--- src/rtl/mf3_pkg.sv ---
// ----------------------------------------------------------------------------
// mf3_pkg - shared definitions for the 3x3 median filter
// Default sizes, configuration register indexes, reset values and the
// control structures that pass between the filter's modules.
// ----------------------------------------------------------------------------
`default_nettype none

package mf3_pkg;

	// Default sizes handed to the top level's parameters.
	localparam int DEF_MAX_WIDTH  = 1024;
	localparam int DEF_PIXEL_BITS = 8;

	// Configuration port widths.
	localparam int CFG_INDEX_W = 2;
	localparam int CFG_DATA_W  = 13;
	localparam int FRAME_W_W   = 11;
	localparam int FRAME_H_W   = 13;

	// Row counter covers the tallest frame that is allowed.
	localparam int MAX_HEIGHT = 4096;
	localparam int ROW_W      = 12;

	// Frame size after reset.
	localparam int RST_FRAME_WIDTH  = 640;
	localparam int RST_FRAME_HEIGHT = 480;

	// Smallest frame in either direction.
	localparam int MIN_SIDE = 3;

	// Configuration register indexes.
	typedef enum logic [CFG_INDEX_W-1:0] {
		REG_FRAME_WIDTH  = 2'd0,
		REG_FRAME_HEIGHT = 2'd1
	} cfg_reg_t;

	// Line store strobes for one cycle.
	typedef struct packed {
		logic rd_en;     // read both lines and write the new pixel to the middle line
		logic up_wr_en;  // write the old middle line value to the upper line
	} lb_ctrl_t;

	// Control that travels with a pixel through the first stage.
	typedef struct packed {
		logic emit;      // window lies fully inside the frame
		logic last;      // last pixel of the frame
		logic has_mid;   // row one or later: middle line is valid
		logic has_up;    // row two or later: upper line is valid
	} s1_ctrl_t;

endpackage

`default_nettype wire

--- src/rtl/mf3_median.sv ---
// ----------------------------------------------------------------------------
// mf3_median - 3x3 window and median network
// Keeps the two older window columns already sorted, sorts the new column
// and forms the median as the middle of the largest low, the middle of the
// middles and the smallest high.
// ----------------------------------------------------------------------------
`default_nettype none

module mf3_median #(
	parameter int PIXEL_BITS = mf3_pkg::DEF_PIXEL_BITS
) (
	input  wire logic                  clk,
	input  wire logic                  load,
	input  wire logic [PIXEL_BITS-1:0] col_up,
	input  wire logic [PIXEL_BITS-1:0] col_mid,
	input  wire logic [PIXEL_BITS-1:0] col_px,
	output logic      [PIXEL_BITS-1:0] median_next
);
	import mf3_pkg::*;

	typedef logic [PIXEL_BITS-1:0] pix_t;

	function automatic pix_t max3(input pix_t a, input pix_t b, input pix_t c);
		pix_t m;
		m = (a > b) ? a : b;
		return (m > c) ? m : c;
	endfunction

	function automatic pix_t min3(input pix_t a, input pix_t b, input pix_t c);
		pix_t m;
		m = (a < b) ? a : b;
		return (m < c) ? m : c;
	endfunction

	function automatic pix_t med3(input pix_t a, input pix_t b, input pix_t c);
		pix_t lo;
		pix_t hi;
		lo = (a < b) ? a : b;
		hi = (a < b) ? b : a;
		return (c < lo) ? lo : ((c > hi) ? hi : c);
	endfunction

	// Older columns, index 0 the oldest, each sorted low to high.
	pix_t lo_q [2];
	pix_t md_q [2];
	pix_t hi_q [2];

	pix_t new_lo;
	pix_t new_md;
	pix_t new_hi;

	always_comb begin
		new_lo = min3(col_up, col_mid, col_px);
		new_hi = max3(col_up, col_mid, col_px);
		new_md = med3(col_up, col_mid, col_px);
		median_next = med3(max3(lo_q[0], lo_q[1], new_lo),
		                   med3(md_q[0], md_q[1], new_md),
		                   min3(hi_q[0], hi_q[1], new_hi));
	end

	always_ff @(posedge clk) begin
		if (load) begin
			lo_q[0] <= lo_q[1];
			md_q[0] <= md_q[1];
			hi_q[0] <= hi_q[1];
			lo_q[1] <= new_lo;
			md_q[1] <= new_md;
			hi_q[1] <= new_hi;
		end
	end

endmodule

`default_nettype wire

--- config.mk ---
export PLATFORM = sky130hd
export DESIGN_NAME = mf3_median
export DESIGN_NICKNAME = d
export VERILOG_FILES = /design/src/rtl/mf3_pkg.sv /design/src/rtl/mf3_median.sv
export SDC_FILE = /design/constraint.sdc
export NUM_CORES = 1
export LEC_CHECK = 0
export BUFFER_PORTS_ARGS = -buffer_cell sky130_fd_sc_hd__buf_2
export CAP_MARGIN = 20
export CORE_ASPECT_RATIO = 1.2
export CORE_UTILIZATION = 60
export CTS_CLUSTER_SIZE = 30
export DETAILED_ROUTE_END_ITERATION = 10
export PLACE_DENSITY = 0.76
export SYNTH_ARGS = -nofsm -noshare
export SYNTH_HDL_FRONTEND = slang
export SYNTH_SLANG_ARGS = --single-unit
--- constraint.sdc ---
create_clock -name clk -period 11.1 [get_ports clk]
set_input_delay 0.555 -clock clk [delete_from_list [all_inputs] [get_ports clk]]
set_output_delay 0.555 -clock clk [all_outputs]
set_load 0.01 [all_outputs]
==> impl_results.md, run 1 <==
* Dpl cell area at 6470 sq um
* N_diodes at 0
* Clock root buffer: clkbuf_16
* Routed wire length at 15800 microns
* Worst-skew pair later-pin latency at 0.30 ns
* Crit path top cell by count: ha_1
* Largest net degree at the start of global routing at 49
* Initial antenna violation count at 0
* Clk sinks at 48
* Setup-failing EPs final at 0
* I/O pins at 34
* DP Worst Slack at 0.0988 ns
* Instance count on the critical path at 49
* First-pass GRT wire length at 25400 microns
* Yosys cell types at 70
* Hold Path Cell Cnt at 0
* Die area at 10700 sq um
* Seq/Total Area, Yosys at 0.234
* PortBufs at 33
* Vias in the first global route at 5330
* Tcrit/Tclk final at 0.955
* Design Area, Final at 6690 sq um
* Number of synthesized flops with an enable pin at 48
* WL/cell at 18.4 microns
* Iteration-0 DRC Markers at 296
* Crit path launch type: input port
* Setup WS post-layout at 0.497 ns
* Hold Fails Final Rpt at 0
* Fillers at 818
* WS Path Type: in2out
* Placer's final routability congestion estimate at 1.00
* Delay-heaviest family, CP: compound AO/OA/AOI/OAI gates
* CTS max path bufs at 2
* DR vias/cell at 6.37
* CTS tree: yes
* Peak Freq at 0.0943 GHz
* Hold_buf cts at 0
* Routed vias at 5481
* Worst Reg2Reg Path Length in Cells at 0
* CP max FO at 14
* Fin crit period at 10.60 ns
* Cells after Synth at 700
* Max Cap Viol at 0
* DRC viols at 0
* Core Util, Final at 0.668
* Clock Skew at 0.00387 ns
* Placed Cells at 849
* Worst path max stage delay at 0.43 ns
* Required time of the worst setup path at 10.55 ns
* CTS clk-pin slew, worst paths at 0.07 ns
* Post-DRT Antenna Nets at 0
* Syn nets at 830
* DR pass1 iterations at 5
* Overflow after GRT at 0
* Status: finished clean
* Non-filler cells, final at 861
* Asr flop ratio synth at 0
* Std-Cell Rows at 40
* Final Max Slew Viols at 0
* H-tree depth at 2
* Syn Std Cell Area at 6170 sq um
* Post-synth top flop: edfxtp_1
* Share of cells above drive strength 1 at 0.150
* Flops & latches, synth at 48
* Crit path DAT at 10.05 ns
* CP max-delay cell: o21a_1
* Avg Inst Size Synth at 8.81 sq um
* Relative slew slack at 0.293
* Initial Utilization at 0.616
* Syn. warnings at 0
* DPL Wire Length at 12900 microns
* Fin nets at 864
* Core Box Area at 10000 sq um
* Hold/Removal Path Class: reg2reg
* Worst slew pin tran at 1.06 ns
* Die X at 94.6 microns
* Syn-to-layout area delta at 8.46%
* Critical Path Sink Type: output pin
* Total CTS buffers at 5
* Die Ht at 113 microns
* Total GRT Usage at 0.303
* Bufs and invs on worst path at 5
## cell families (layout without fill, tap and decap cells)
family          Yosys count  after routing  synth area share
mux                      70             70             0.118
compound gates          203            203             0.232
simple gates            180            180             0.145
buf+inv                  95            130            0.0609
flops                    48             48             0.234
fa+ha+maj               104            104             0.211
## layout by cell type (no fill, tap or decap), drive strengths merged, types with 4 or more instances in the layout
| master | netlist | final |
|---|---|---|
| nand4 | 14 | 14 |
| o21bai | 4 | 4 |
| nor2b | 10 | 10 |
| edfxtp | 48 | 48 |
| nand2 | 47 | 47 |
| mux2 | 20 | 20 |
| nor2 | 60 | 60 |
| nand3 | 13 | 13 |
| clkbuf | 7 | 5 |
| o21a | 9 | 9 |
| a21oi | 60 | 60 |
| or2 | 4 | 4 |
| o21ai | 47 | 47 |
| ha | 104 | 104 |
| a21o | 29 | 29 |
| nor3 | 6 | 6 |
| a221oi | 5 | 5 |
| and3 | 9 | 9 |
| and2 | 5 | 5 |
| inv | 79 | 79 |
| a211oi | 9 | 9 |
| buf | 9 | 43 |
| mux2i | 50 | 50 |
| nand2b | 5 | 5 |
| o211ai | 10 | 10 |
## per-stage QoR
step                hold slack [ns]  TNS [ns]
global route                  0.475   -0.0245
global placement              0.433         0
floorplan                     0.426         0
finish                        0.463         0
CTS                           0.462         0
detailed placement            0.446         0
## routing by layer
layer  global-route usage  vias to the layer above  routed length [microns]
met2                0.534                      183                     7770
met4                0.154                        0                      734
li1                     -                     2658                        -
met3               0.0390                       55                      715
met1                0.355                     2585                     6610
met5                    0                        -                        0
## worst paths after layout
path / startpoint / end / slack [ns]
setup / recovery: col_up[1] / median_next[0] / 0.50
hold / removal: hi_q[0][15]$_DFFE_PP_ / hi_q[0][7]$_DFFE_PP_ / 0.46
setup reg to reg: md_q[0][9]$_DFFE_PP_ / md_q[0][1]$_DFFE_PP_ / 10.38
hold reg to reg: hi_q[0][15]$_DFFE_PP_ / hi_q[0][7]$_DFFE_PP_ / 0.46
## timing repair
| item | CTS | global route |
|---|---|---|
| buffers inserted | 0 | 4 |
| gates resized for setup | 0 | 12 |
| endpoints found under the setup margin | 0 | 8 |
## registers in the layout, indices dropped and copies added, names as in the netlist
register and count:
lo_q 16, md_q 16, hi_q 16
## synth_stat cells, types with 2 or more instances
cell type	number	area [sq um]
o211ai_4	2	42.5
mux2i_1	49	490
o2111a_1	2	22.5
o21ai_0	39	195
or2_2	4	25.0
nor2b_1	10	62.6
or3_1	3	18.8
nand2_1	45	169
ha_1	104	1300
o21bai_1	4	30.0
nor3_2	2	20.0
and3_1	9	56.3
nor2_1	58	218
clkbuf_1	7	26.3
and2_1	5	31.3
mux2_2	19	214
nand2_2	2	12.5
a2111oi_0	2	17.5
inv_1	78	293
nor4_2	2	25.0
a221o_1	2	20.0
a21boi_0	2	15.0
a211oi_1	8	60.1
a21o_1	29	218
o311ai_2	2	32.5
nand2b_1	5	31.3
buf_2	6	30.0
o41ai_1	2	17.5
o21a_1	7	52.6
nor3_1	4	20.0
edfxtp_1	48	1440
a21oi_1	59	295
o221ai_1	3	26.3
o21ai_1	7	35.0
nand3_1	13	65.1
o211ai_1	7	52.6
nand4_1	14	87.6
a221oi_1	4	35.0
## layout make-up
type                            instances  area [sq um]  share of cell area
Sequential cell                        48          1440               0.215
Clock inverter                          3          23.8             0.00355
Multi-Input combinational cell        557          4390               0.656
Clock buffer                            5           125              0.0187
Tap cell                              126           158              0.0236
Inverter                               79           297              0.0443
Timing Repair Buffer                   43           256              0.0383
Power of run 1 is left out: the tool's default activity adds up to more than one toggle a clock period on the data nets, which glitch-free logic cannot reach.
==> run 2: changes to the inputs <==
--- a/config.mk
+++ b/config.mk
@@ -5,6 +5,7 @@
 export SDC_FILE = /design/constraint.sdc
 export NUM_CORES = 1
 export LEC_CHECK = 0
+export ABC_AREA = 1
 export BUFFER_PORTS_ARGS = -buffer_cell sky130_fd_sc_hd__buf_2
 export CAP_MARGIN = 20
 export CORE_ASPECT_RATIO = 1.2
==> impl_results.md, run 2 <==
* Final Max Slew Viols at 0
* Flops & latches, synth at 48
* CP max-delay cell: a21oi_1
* Routed wire length at 13200 microns
* Instance count on the critical path at 40
* Clk sinks at 48
* Routed vias at 5230
* Post-CTS setup buffer count at 0
* Vias in the first global route at 4849
* Post-DRT Antenna Nets at 0
* Hold slack at 0.454 ns
* Yosys cell types at 34
* Die area at 9780 sq um
* I/O pins at 34
* RSZ-0062 raised after global routing: false
* Syn nets at 918
* Largest regs: hi_q (16), lo_q (16), md_q (16)
* Total CTS buffers at 5
* Post-synthesis adder-cell area fraction at 0.231
* Worst Setup EP: median_next[7]
* Total GRT Usage at 0.282
* Post-synth top flop: edfxtp_1
* Simple-Gate Fraction of Synth Area at 0.216
* R2r setup slk at 10.40 ns
* Overflow after GRT at 0
* Clock Skew at 0.00933 ns
* Cell taking the most area after synthesis: edfxtp_1
* Count leader, synth: nand2_1
* CTS clk-pin slew, worst paths at 0.08 ns
* DR vias/cell at 5.61
* Initial Utilization at 0.620
* Top cells by count, synth: nand2_1, inv_1, ha_1
* Clock root buffer: clkbuf_8
* CTS tree: yes
* Syn Std Cell Area at 5630 sq um
* Critical Path Sink Type: output pin
* Die Ht at 108 microns
* Avg Inst Size Synth at 7.15 sq um
* Seq/Total Area, Yosys at 0.256
* CP max FO at 32
* Worst slew pin tran at 1.12 ns
* Max Cap Viol at 0
* Initial antenna violation count at 0
* Worst Reg2Reg Path Length in Cells at 0
* Std-Cell Rows at 38
* Share of cells above drive strength 1 at 0.0837
* Core Util, Final at 0.658
* Status: finished clean
* Commonest cells after routing, fill and taps aside: nand2_1, inv_1, ha_1, o21ai_0, a21oi_1
* Die X at 90.5 microns
* TNS Setup at 0 ns
* XOR/XNOR Fraction of Synth Area at 0
* Mux cell area share after synthesis at 0
* Worst path max stage delay at 0.80 ns
* Asr flop ratio synth at 0
* Compound-Gate Fraction of Synth Area at 0.204
* Setup-failing EPs final at 0
* Core Box Area at 9080 sq um
* Tcrit/Tclk final at 0.896
* Crit path top cell by count: o21ai_0
* Relative slew slack at 0.255
* WS Path Type: in2out
* Syn-to-layout area delta at 6.06%
* Origin of the worst setup path: col_mid[7]
* Hold/Removal Path Class: reg2reg
* Number of synthesized flops with an enable pin at 48
* Largest net degree at the start of global routing at 49
* DPL Wire Length at 10900 microns
* Worst-skew pair later-pin latency at 0.31 ns
* Most common library cell in the layout ignoring fill and taps: nand2_1
* Area share of the largest cell type after synthesis at 0.256
* PortBufs at 33
* Cells after Synth at 788
* Iteration-0 DRC Markers at 332
* Required time of the worst setup path at 10.55 ns
* H-tree depth at 2
* Hold_buf cts at 0
* First-pass GRT wire length at 22000 microns
* Crit path DAT at 9.39 ns
* Delay-heaviest family, CP: compound AO/OA/AOI/OAI gates
* N_diodes at 0
* Post-CTS Resized at 0
* Syn. warnings at 0
* RR Endpoint: md_q[0][1]$_DFFE_PP_
* CTS max path bufs at 2
* Most area-consuming cells after synthesis: edfxtp_1, ha_1, nand2_1
* Crit path launch type: input port
* DR pass1 iterations at 5
* Hold Fails Final Rpt at 0
* Peak Freq at 0.101 GHz
* R2R Path Start: md_q[0][9]$_DFFE_PP_
* Fin nets at 942
* Placer's final routability congestion estimate at 0.968
* Fin crit period at 9.95 ns
* Main combinational cell family by area after synthesis: adder cells
* WL/cell at 14.1 microns
* Bufs and invs on worst path at 8
* DRC viols at 0
-- run 2: through the flow --
step / instances / area [sq um] / worst slack [ns]
CTS: 932 / 5970 / 1.34
global placement: 925 / 5890 / 1.56
detailed placement: 925 / 5890 / 1.37
floorplan: 788 / 5630 / 3.10
global route: 932 / 5970 / 0.349
finish: 932 / 5970 / 1.15
-- run 2: area by class of cell --
type                       count  area (sq um)
clock inverter                 2          12.5
tap                          120           150
fill                         811          3110
multi-input combinational    602          3660
timing repair buffer          36           188
inverter                     119           449
clock buffer                   5          68.8
sequential                    48          1440
-- run 2: worst min-delay path by stage --
stage	startpoint	endpoint	slack, ns	cells after the start
final	lo_q[0][9]$_DFFE_PP_	lo_q[0][1]$_DFFE_PP_	0.45	0
after floorplan	hi_q[0][8]$_DFFE_PP_	hi_q[0][0]$_DFFE_PP_	0.43	0
after global placement	hi_q[0][14]$_DFFE_PP_	hi_q[0][6]$_DFFE_PP_	0.43	0
after detailed placement	lo_q[0][9]$_DFFE_PP_	lo_q[0][1]$_DFFE_PP_	0.43	0
after CTS	lo_q[0][9]$_DFFE_PP_	lo_q[0][1]$_DFFE_PP_	0.45	0
after global routing	lo_q[0][9]$_DFFE_PP_	lo_q[0][1]$_DFFE_PP_	0.46	0
-- run 2: cell families (layout without fill, tap and decap cells) --
kind of cell / count (synthesis) / in the layout
compound gates: 211 / 211
fa+ha+maj: 104 / 104
buf+inv: 138 / 162
flops: 48 / 48
simple gates: 287 / 287
-- run 2: routing by layer --
metal | global-route usage | part of all wire | vias to the layer above
met5 | 0 | 0 | -
met4 | 0.111 | 0.030 | 0
met3 | 0.0345 | 0.046 | 29
met2 | 0.495 | 0.47 | 128
met1 | 0.353 | 0.45 | 2345
li1 | - | - | 2728
Power of run 2 is left out for the same reason.
